## src/rtl/assert_macros.svh

```systemverilog
// assertion helpers, clocked on clk and held off while arst_n is low
`ifndef ASSERT_MACROS_SVH
`define ASSERT_MACROS_SVH

// condition implies consequence in the same cycle
`define ASSERT_IMPL(lbl, ante, cons) \
	lbl: assert property (@(posedge clk) disable iff (!arst_n) (ante) |-> (cons)) \
		else $error("assertion failed");

// condition implies consequence in the next cycle
`define ASSERT_NEXT(lbl, ante, cons) \
	lbl: assert property (@(posedge clk) disable iff (!arst_n) (ante) |=> (cons)) \
		else $error("assertion failed");

`endif

```

## src/rtl/bpzr_pkg.sv

```systemverilog
package bpzr_pkg;

	localparam int MAX_TILES       = 7;
	localparam int MAX_PREFIX_BITS = 11;

	localparam int TILE_W     = 3;
	localparam int VALUE_W    = 2;
	localparam int REPEAT_W   = 12;
	localparam int START_W    = 11;
	localparam int REPEAT_MAX = (1 << REPEAT_W) - 1;

	// run fields: prefix and value both hold at most MAX_PREFIX_BITS bits
	localparam int ACC_W   = MAX_PREFIX_BITS;
	localparam int LEN_W   = $clog2(MAX_PREFIX_BITS + 1);
	localparam int N_W     = ACC_W + 2;
	localparam int PLANE_W = $clog2(32 * MAX_TILES * MAX_TILES + 1);
	localparam int SUM_W   = ((N_W > PLANE_W) ? N_W : PLANE_W) + 1;

	localparam int CFG_DATA_W = 32;
	localparam int CFG_ADDR_W = 3;

	// register indexes
	localparam logic REG_WIDTH  = 1'b0;
	localparam logic REG_HEIGHT = 1'b1;

	typedef struct packed {
		logic [VALUE_W-1:0]  pair_value;
		logic [REPEAT_W-1:0] repeat_count;
		logic [START_W-1:0]  start_pair;
		logic                plane_done;
		logic                prefix_overflow;
	} token_t;

	// handshake between the input register and the decoder
	typedef struct packed {
		logic valid;
		logic data;
	} bit_stage_t;

	function automatic logic [PLANE_W-1:0] plane_pairs(input logic [TILE_W-1:0] w,
			input logic [TILE_W-1:0] h);
		logic [PLANE_W-1:0] wc;
		logic [PLANE_W-1:0] hc;
		wc = (PLANE_W'(w) > PLANE_W'(MAX_TILES)) ? PLANE_W'(MAX_TILES) : PLANE_W'(w);
		hc = (PLANE_W'(h) > PLANE_W'(MAX_TILES)) ? PLANE_W'(MAX_TILES) : PLANE_W'(h);
		return PLANE_W'((wc * hc) << 5);
	endfunction

endpackage

```

## src/rtl/bpzr_cfg.sv

```systemverilog
module bpzr_cfg (
	input  logic                              clk,
	input  logic                              arst_n,
	input  logic                              psel,
	input  logic                              penable,
	input  logic                              pwrite,
	input  logic [bpzr_pkg::CFG_ADDR_W-1:0]   paddr,
	input  logic [bpzr_pkg::CFG_DATA_W-1:0]   pwdata,
	output logic [bpzr_pkg::CFG_DATA_W-1:0]   prdata,
	output logic                              pready,
	output logic [bpzr_pkg::PLANE_W-1:0]      plane_size
);
	import bpzr_pkg::*;

	logic [TILE_W-1:0] width_q;
	logic [TILE_W-1:0] height_q;
	logic              wr_en;

	assign pready = 1'b1;
	assign wr_en  = psel && penable && pwrite;

	always_ff @(posedge clk or negedge arst_n) begin
		if (!arst_n) begin
			width_q  <= TILE_W'(7);
			height_q <= TILE_W'(7);
		end else if (wr_en) begin
			if (paddr[2] == REG_WIDTH) begin
				width_q <= pwdata[TILE_W-1:0];
			end else begin
				height_q <= pwdata[TILE_W-1:0];
			end
		end
	end

	always_comb begin
		if (paddr[2] == REG_WIDTH) begin
			prdata = CFG_DATA_W'(width_q);
		end else begin
			prdata = CFG_DATA_W'(height_q);
		end
	end

	assign plane_size = plane_pairs(width_q, height_q);

endmodule

```

## src/rtl/bpzr_in_reg.sv

```systemverilog
module bpzr_in_reg (
	input  logic                   clk,
	input  logic                   arst_n,
	input  logic                   bit_valid,
	output logic                   bit_ready,
	input  logic                   stream_bit,
	input  logic                   take,
	output bpzr_pkg::bit_stage_t   stage
);
	import bpzr_pkg::*;

	logic valid_s1;
	logic data_s1;

	assign bit_ready = !valid_s1 || take;

	always_ff @(posedge clk or negedge arst_n) begin
		if (!arst_n) begin
			valid_s1 <= 1'b0;
		end else if (bit_ready) begin
			valid_s1 <= bit_valid;
		end
	end

	always_ff @(posedge clk) begin
		if (bit_valid && bit_ready) begin
			data_s1 <= stream_bit;
		end
	end

	assign stage.valid = valid_s1;
	assign stage.data  = data_s1;

endmodule

```

## src/rtl/bpzr_decode.sv

```systemverilog
`include "assert_macros.svh"

module bpzr_decode (
	input  logic                          clk,
	input  logic                          arst_n,
	input  bpzr_pkg::bit_stage_t          stage,
	output logic                          take,
	input  logic [bpzr_pkg::PLANE_W-1:0]  plane_size,
	output logic                          token_valid,
	input  logic                          token_ready,
	output bpzr_pkg::token_t              token
);
	import bpzr_pkg::*;

	localparam logic [2:0] PH_TYPE    = 3'd0;
	localparam logic [2:0] PH_PREFIX  = 3'd1;
	localparam logic [2:0] PH_VALUE   = 3'd2;
	localparam logic [2:0] PH_PAIR_HI = 3'd3;
	localparam logic [2:0] PH_PAIR_LO = 3'd4;

	logic [2:0]         phase_q, phase_d;
	logic [ACC_W-1:0]   prefix_acc_q, prefix_acc_d;
	logic [LEN_W-1:0]   prefix_len_q, prefix_len_d;
	logic [ACC_W-1:0]   value_acc_q, value_acc_d;
	logic [LEN_W-1:0]   value_left_q, value_left_d;
	logic               high_bit_q, high_bit_d;
	logic [PLANE_W-1:0] pair_cnt_q, pair_cnt_d;

	logic               out_valid_q;
	token_t             token_q;

	logic               b;
	logic               emit;
	logic               ovf;
	logic [VALUE_W-1:0] emit_val;
	logic [N_W-1:0]     emit_n;
	logic [2:0]         emit_next;
	logic [SUM_W-1:0]   sum;
	logic               done;
	token_t             tok;

	assign take = stage.valid && (!out_valid_q || token_ready);
	assign b    = stage.data;

	always_comb begin
		phase_d      = phase_q;
		prefix_acc_d = prefix_acc_q;
		prefix_len_d = prefix_len_q;
		value_acc_d  = value_acc_q;
		value_left_d = value_left_q;
		high_bit_d   = high_bit_q;
		pair_cnt_d   = pair_cnt_q;
		emit         = 1'b0;
		ovf          = 1'b0;
		emit_val     = '0;
		emit_n       = '0;
		emit_next    = PH_PAIR_HI;
		case (phase_q)
			PH_TYPE: begin
				pair_cnt_d   = '0;
				prefix_acc_d = '0;
				prefix_len_d = '0;
				phase_d      = b ? PH_PAIR_HI : PH_PREFIX;
			end
			PH_PREFIX: begin
				if (b && (prefix_len_q >= LEN_W'(MAX_PREFIX_BITS - 1))) begin
					// prefix too long: drop the run and wait for a new plane
					ovf          = 1'b1;
					pair_cnt_d   = '0;
					prefix_acc_d = '0;
					prefix_len_d = '0;
					phase_d      = PH_TYPE;
				end else begin
					prefix_acc_d = {prefix_acc_q[ACC_W-2:0], b};
					prefix_len_d = prefix_len_q + LEN_W'(1);
					if (!b) begin
						value_acc_d  = '0;
						value_left_d = prefix_len_q + LEN_W'(1);
						phase_d      = PH_VALUE;
					end
				end
			end
			PH_VALUE: begin
				value_acc_d = {value_acc_q[ACC_W-2:0], b};
				if (value_left_q != '0) begin
					value_left_d = value_left_q - LEN_W'(1);
				end
				if (value_left_d == '0) begin
					emit         = 1'b1;
					emit_n       = N_W'(prefix_acc_q) + N_W'(value_acc_d) + N_W'(1);
					prefix_acc_d = '0;
					prefix_len_d = '0;
					value_acc_d  = '0;
				end
			end
			PH_PAIR_HI: begin
				high_bit_d = b;
				phase_d    = PH_PAIR_LO;
			end
			PH_PAIR_LO: begin
				high_bit_d = 1'b0;
				if (!high_bit_q && !b) begin
					// 00 pair closes the data packet, a run follows
					prefix_acc_d = '0;
					prefix_len_d = '0;
					phase_d      = PH_PREFIX;
				end else begin
					emit     = 1'b1;
					emit_val = {high_bit_q, b};
					emit_n   = N_W'(1);
				end
			end
			default: begin
				phase_d = PH_TYPE;
			end
		endcase

		sum  = SUM_W'(pair_cnt_q) + SUM_W'(emit_n);
		done = sum >= SUM_W'(plane_size);

		tok.pair_value      = emit_val;
		tok.start_pair      = START_W'(pair_cnt_q);
		tok.plane_done      = 1'b0;
		tok.prefix_overflow = ovf;
		tok.repeat_count    = '0;
		if (emit) begin
			if (SUM_W'(emit_n) > SUM_W'(REPEAT_MAX)) begin
				tok.repeat_count = '1;
			end else begin
				tok.repeat_count = REPEAT_W'(emit_n);
			end
			tok.plane_done = done;
			if (done) begin
				pair_cnt_d = '0;
				phase_d    = PH_TYPE;
			end else begin
				pair_cnt_d = PLANE_W'(sum);
				phase_d    = emit_next;
			end
		end
	end

	always_ff @(posedge clk or negedge arst_n) begin
		if (!arst_n) begin
			phase_q      <= PH_TYPE;
			prefix_acc_q <= '0;
			prefix_len_q <= '0;
			value_acc_q  <= '0;
			value_left_q <= '0;
			high_bit_q   <= 1'b0;
			pair_cnt_q   <= '0;
			out_valid_q  <= 1'b0;
		end else begin
			if (take) begin
				phase_q      <= phase_d;
				prefix_acc_q <= prefix_acc_d;
				prefix_len_q <= prefix_len_d;
				value_acc_q  <= value_acc_d;
				value_left_q <= value_left_d;
				high_bit_q   <= high_bit_d;
				pair_cnt_q   <= pair_cnt_d;
			end
			if (take && (emit || ovf)) begin
				out_valid_q <= 1'b1;
			end else if (token_ready) begin
				out_valid_q <= 1'b0;
			end
		end
	end

	always_ff @(posedge clk) begin
		if (take && (emit || ovf)) begin
			token_q <= tok;
		end
	end

	assign token_valid = out_valid_q;
	assign token       = token_q;

	`ASSERT_IMPL(a_value_left_live, phase_q == PH_VALUE, value_left_q != '0)
	`ASSERT_IMPL(a_prefix_len_bound, phase_q == PH_PREFIX,
		prefix_len_q <= LEN_W'(MAX_PREFIX_BITS - 1))
	`ASSERT_NEXT(a_done_to_type, take && emit && done, phase_q == PH_TYPE && pair_cnt_q == '0)
	`ASSERT_IMPL(a_ovf_token, out_valid_q && token_q.prefix_overflow,
		token_q.repeat_count == '0 && !token_q.plane_done && token_q.pair_value == '0)

endmodule

```

## src/rtl/bit_pair_zero_run_decoder.sv

```systemverilog
// bit-pair / zero-run decoder for one bitplane
// input channel: one compressed bit per word on stream_bit (bit_valid/bit_ready)
// output channel: one token per word (token_valid/token_ready) carrying pair_value,
//   repeat_count, start_pair, plane_done and prefix_overflow
// a bit is held in an input register, then decoded against the packet state into
//   a result register, from which the token that it completes is offered
// throughput is one bit per cycle when no token stalls, one decode step per bit
// many bits give no token (type bit, prefix and value bits, high pair bits)
// when token_ready is low the result register holds; one more bit may be
//   taken into the input register, then bit_ready drops until the token leaves
// width_tiles (byte address 0) and height_tiles (byte address 4) are written
//   over the apb port, 3 bits each; plane size is 32 * width * height pairs
// reset: both tile registers are 7, the decoder waits for a plane's type bit,
//   the pair counter is zero and no token is pending
module bit_pair_zero_run_decoder (
	input  logic                              clk,
	input  logic                              arst_n,
	input  logic                              psel,
	input  logic                              penable,
	input  logic                              pwrite,
	input  logic [bpzr_pkg::CFG_ADDR_W-1:0]   paddr,
	input  logic [bpzr_pkg::CFG_DATA_W-1:0]   pwdata,
	output logic [bpzr_pkg::CFG_DATA_W-1:0]   prdata,
	output logic                              pready,
	input  logic                              bit_valid,
	output logic                              bit_ready,
	input  logic                              stream_bit,
	output logic                              token_valid,
	input  logic                              token_ready,
	output logic [bpzr_pkg::VALUE_W-1:0]      pair_value,
	output logic [bpzr_pkg::REPEAT_W-1:0]     repeat_count,
	output logic [bpzr_pkg::START_W-1:0]      start_pair,
	output logic                              plane_done,
	output logic                              prefix_overflow
);
	import bpzr_pkg::*;

	logic [PLANE_W-1:0] plane_size;
	bit_stage_t         stage;
	logic               take;
	token_t             token;

	bpzr_cfg u_cfg (
		.clk        (clk),
		.arst_n     (arst_n),
		.psel       (psel),
		.penable    (penable),
		.pwrite     (pwrite),
		.paddr      (paddr),
		.pwdata     (pwdata),
		.prdata     (prdata),
		.pready     (pready),
		.plane_size (plane_size)
	);

	bpzr_in_reg u_in (
		.clk        (clk),
		.arst_n     (arst_n),
		.bit_valid  (bit_valid),
		.bit_ready  (bit_ready),
		.stream_bit (stream_bit),
		.take       (take),
		.stage      (stage)
	);

	bpzr_decode u_dec (
		.clk         (clk),
		.arst_n      (arst_n),
		.stage       (stage),
		.take        (take),
		.plane_size  (plane_size),
		.token_valid (token_valid),
		.token_ready (token_ready),
		.token       (token)
	);

	assign pair_value      = token.pair_value;
	assign repeat_count    = token.repeat_count;
	assign start_pair      = token.start_pair;
	assign plane_done      = token.plane_done;
	assign prefix_overflow = token.prefix_overflow;

endmodule
```

## config.mk

```make
export PLATFORM = sky130hd
export DESIGN_NAME = bit_pair_zero_run_decoder
export DESIGN_NICKNAME = d
export VERILOG_FILES = /design/src/rtl/bpzr_pkg.sv /design/src/rtl/bpzr_cfg.sv /design/src/rtl/bpzr_in_reg.sv /design/src/rtl/bpzr_decode.sv /design/src/rtl/bit_pair_zero_run_decoder.sv
export VERILOG_INCLUDE_DIRS = /design/src /design/src/rtl
export SDC_FILE = /design/constraint.sdc
export NUM_CORES = 1
export LEC_CHECK = 0
export ABC_AREA = 1
export BUFFER_PORTS_ARGS = -buffer_cell sky130_fd_sc_hd__buf_2
export CAP_MARGIN = 20
export CORE_MARGIN = 2
export CORE_UTILIZATION = 49
export CTS_BUF_LIST = sky130_fd_sc_hd__clkbuf_4
export CTS_CLUSTER_SIZE = 25
export DETAILED_ROUTE_END_ITERATION = 7
export HOLD_SLACK_MARGIN = 0.08
export PLACE_DENSITY = 0.71
export SLEW_MARGIN = 30
export SYNTH_ARGS = -nofsm -noshare
export SYNTH_HDL_FRONTEND = slang
export SYNTH_HIERARCHICAL = 1
export SYNTH_SLANG_ARGS = --single-unit
```

## constraint.sdc

```tcl
create_clock -name clk -period 5.14 [get_ports clk]
set_clock_uncertainty 0.05 [all_clocks]
set_input_delay 1.028 -clock clk [delete_from_list [all_inputs] [get_ports clk]]
set_output_delay 1.028 -clock clk [all_outputs]
set_load 0.02 [all_outputs]
```

==> results.py <==
metrics = {
    "layout": {
        "stdcell_count": 817,
        "final_cell_mix": "nand2_1, inv_1, dfrtp_1",
        "nNetsFinal": 763,
        "final_common_cell": "nand2_1",
        "area_delta_synth_final_pct": 7.400,
        "fin_util_pct": 54.46,
        "antennaDiodeCount": 0,
        "layout-drive-gt1-share_pct": 17.18,
    },
    "power": {
        "total_power_mw": 2.097,
        "power.leakage_nw": 2.877,
        "power_frac_seq_pct": 40.1,
        "p_clk_share_pct": 17.9,
        "ir_drop_v": 0.0002649,
        "p_sw_mw": 0.9034,
        "power_density_nw_per_um2": 371.3,
        "switching_share_pct": 43.08,
        "p_comb_share_pct": 42.1,
        "p_int_mw": 1.194,
    },
    "placed_design": {
        "dp_hpwl_um": 7564,
        "gp_congestion": 0.9285,
        "portBuffers": 43,
        "dp_cells": 798,
    },
    "clock_network": {
        "clock-sinks": 80,
        "htreeDepth": 3,
        "insertion_delay_ns": 0.45,
        "cts.clk_slew.worst_paths_ns": 0.13,
        "cts_buffers": 9,
        "cts-root-buf": "clkbuf_4",
        "clock_path_buffers": 2,
        "cts_tree": "yes",
    },
    "synth": {
        "synth.avg_cell_area_um2": 8.387,
        "synthArstFlopShare_pct": 65.00,
        "ys_types": 48,
        "synth_ff_type": "dfrtp_1",
        "ys_ff_latch": 80,
        "synth_edf_count": 28,
        "synth-seq-area-share_pct": 40.88,
        "netlist_instances": 627,
        "syn_area_um2": 5259,
        "yosysWarningCount": 6,
    },
    "global_route": {
        "grt_max_degree": 53,
        "grt_pass1_vias": 3887,
        "antenna_found_initial": 0,
        "track_usage_pct": 19.00,
        "gr-total-overflow": 0,
        "grt_pass1_wl_um": 17370,
    },
    "drt": {
        "vias": 4081,
        "via_per_inst": 4.995,
        "firstDrtPassIters": 5,
        "ant_nets": 0,
        "drtIter0Drc": 220,
        "route.detailed.drc": 0,
        "routed_wl_um": 10090,
        "route.detailed.wl_per_inst_um": 12.35,
    },
    "floorplanning": {
        "std_cell_rows": 37,
        "ios": 105,
        "fp.coreArea_um2": 10370,
        "start_util_pct": 50.71,
        "fp.dieH_um": 107.6,
        "die_x_um": 107.6,
        "die_area_um2": 11580,
    },
    "timing": {
        "hold_viol": 0,
        "setup_viol": 0,
        "fmax_ghz": 0.2152,
        "tightest_slew_ns": 0.8034,
        "slew_headroom_pct": 46.24,
        "finalCriticalPeriod_ns": 4.646,
        "rsz0062_at_grt": "no",
        "maxSlewViolCount": 0,
        "setup_tns_ns": 0,
        "fin_crit_sh_pct": 90.39,
    },
    "worst_setup_path": {
        "critPathKind": "register to register",
        "worstPathMaxFanout": 12,
        "worstSetupEndpointType": "register",
        "crit_arrival_ns": 4.96,
        "required_ns": 5.46,
        "start_kind": "register",
    },
    "flow_run": {
        "drv_cap": 0,
    },
    "hold_path": {
        "min_path_type": "register to register",
    },
    "status": {
        "status": "complete, no violations",
    },
}
registers in the layout, indices dropped and copies added, names as in the netlist:
name	cells
u_dec/prefix_acc_q	11
u_cfg/height_q	3
u_dec/high_bit_q	1
u_dec/value_acc_q	10
u_dec/token	27
u_in/valid_s1	1
u_dec/phase_q	3
u_dec/token_valid	1
u_dec/pair_cnt_q	11
u_dec/value_left_q	4
u_in/data_s1	1
u_cfg/width_q	3
u_dec/prefix_len_q	4
repair_timing:
action / CTS / global route
hold buffers: 0 / 0
setup endpoints to repair: 0 / 14
resized for setup: 0 / 4
setup buffers: 0 / 3
metrics by stage:
| step | setup slack [ns] | hold slack, ns | cell area (um^2) |
|---|---|---|---|
| 3_3_place_gp | 0.3777 | 0.4253 | 5473 |
| 4_1_cts | 0.2996 | 0.4498 | 5608 |
| 2_1_floorplan | 0.9818 | 0.4034 | 5383 |
| 5_1_grt | 0.001411 | 0.4697 | 5648 |
| 3_5_place_dp | 0.3715 | 0.4241 | 5473 |
| 6_report | 0.4940 | 0.4479 | 5648 |
power groups by stage:
| stage | logic, mW | registers [mW] | clock network (mW) |
|---|---|---|---|
| after floorplan | 0.632 | 0.882 | 0 |
| after global routing | 0.992 | 0.852 | 0.415 |
| after CTS | 0.852 | 0.840 | 0.387 |
| after global placement | 0.826 | 0.851 | 0 |
| final | 0.882 | 0.840 | 0.375 |
| after detailed placement | 0.848 | 0.853 | 0 |
layer usage:
layer	GRT usage (%)	share of wire (%)
met5	0	0
met4	8.425	1.7
met3	3.208	4.5
met2	30.59	45
met1	25.21	49
layout make-up:
cell class	instances	area (um^2)
Tap cell	136	170.2
Sequential cell	80	2150
Clock inverter	4	45.04
Inverter	103	391.6
Timing Repair Buffer	51	275.3
Multi-Input combinational cell	431	2526
Fill cell	990	4722
Clock buffer	12	90.09
synth_stat cells, drive strengths merged (6+ instances only):
library cell,count,area share [%]
o22ai,9,1.1
ha,40,9.5
nor2,39,3.3
buf,42,6.0
dfrtp,46,22
nand3,35,3.6
nor3,7,0.98
inv,101,7.2
xor2,11,1.8
nand2,145,11
o21ai,46,5.0
edfxtp,28,16
nand4,7,0.95
a21oi,31,3.0
dfstp,6,3.0
path summary, 6_finish.rpt:
check,startpoint,endpoint,slack [ns],cells after the start
max,u_in/data_s1,u_dec/pair_cnt_q[1],0.49,26
min,u_dec/pair_cnt_q[10],u_dec/token[12],0.45,0
max reg2reg,u_in/data_s1,u_dec/pair_cnt_q[1],0.49,26
min reg2reg,u_dec/pair_cnt_q[10],u_dec/token[12],0.45,0
max in group asynchronous,arst_n,u_dec/value_acc_q[6],3.93,2
min in group asynchronous,arst_n,u_dec/pair_cnt_q[2],0.65,2
worst max-delay path, stage by stage (launching register included):
cell	delay, ns
edfxtp_1	0.48
inv_1	0.16
ha_1	0.16
inv_1	0.06
fa_1	0.42
nand2_1	0.10
o211ai_1	0.11
nand2_1	0.10
nand2_1	0.06
a21oi_1	0.26
o21ai_0	0.16
a21oi_1	0.18
ha_1	0.30
a21oi_1	0.22
nand3_1	0.13
and2_1	0.18
ha_1	0.28
nand2_1	0.09
nor2_1	0.05
a211oi_1	0.18
nand2_1	0.08
a21oi_1	0.17
nand2_1	0.11
clkinv_1	0.08
nand3_2	0.06
buf_4	0.20
o21ai_1	0.13
logic make-up after synthesis:
kind of cell,Yosys count,share of synthesized area [%]
AO/OA/AOI/OAI,101,11.35
XOR/XNOR,14,2.332
buffers and inverters,149,13.78
AND/OR/NAND/NOR,237,20.49
other,2,0.1428
adder cells (fa/ha/maj),44,11.04
flip-flops,80,40.88
Power figures use the tool's default switching activity.
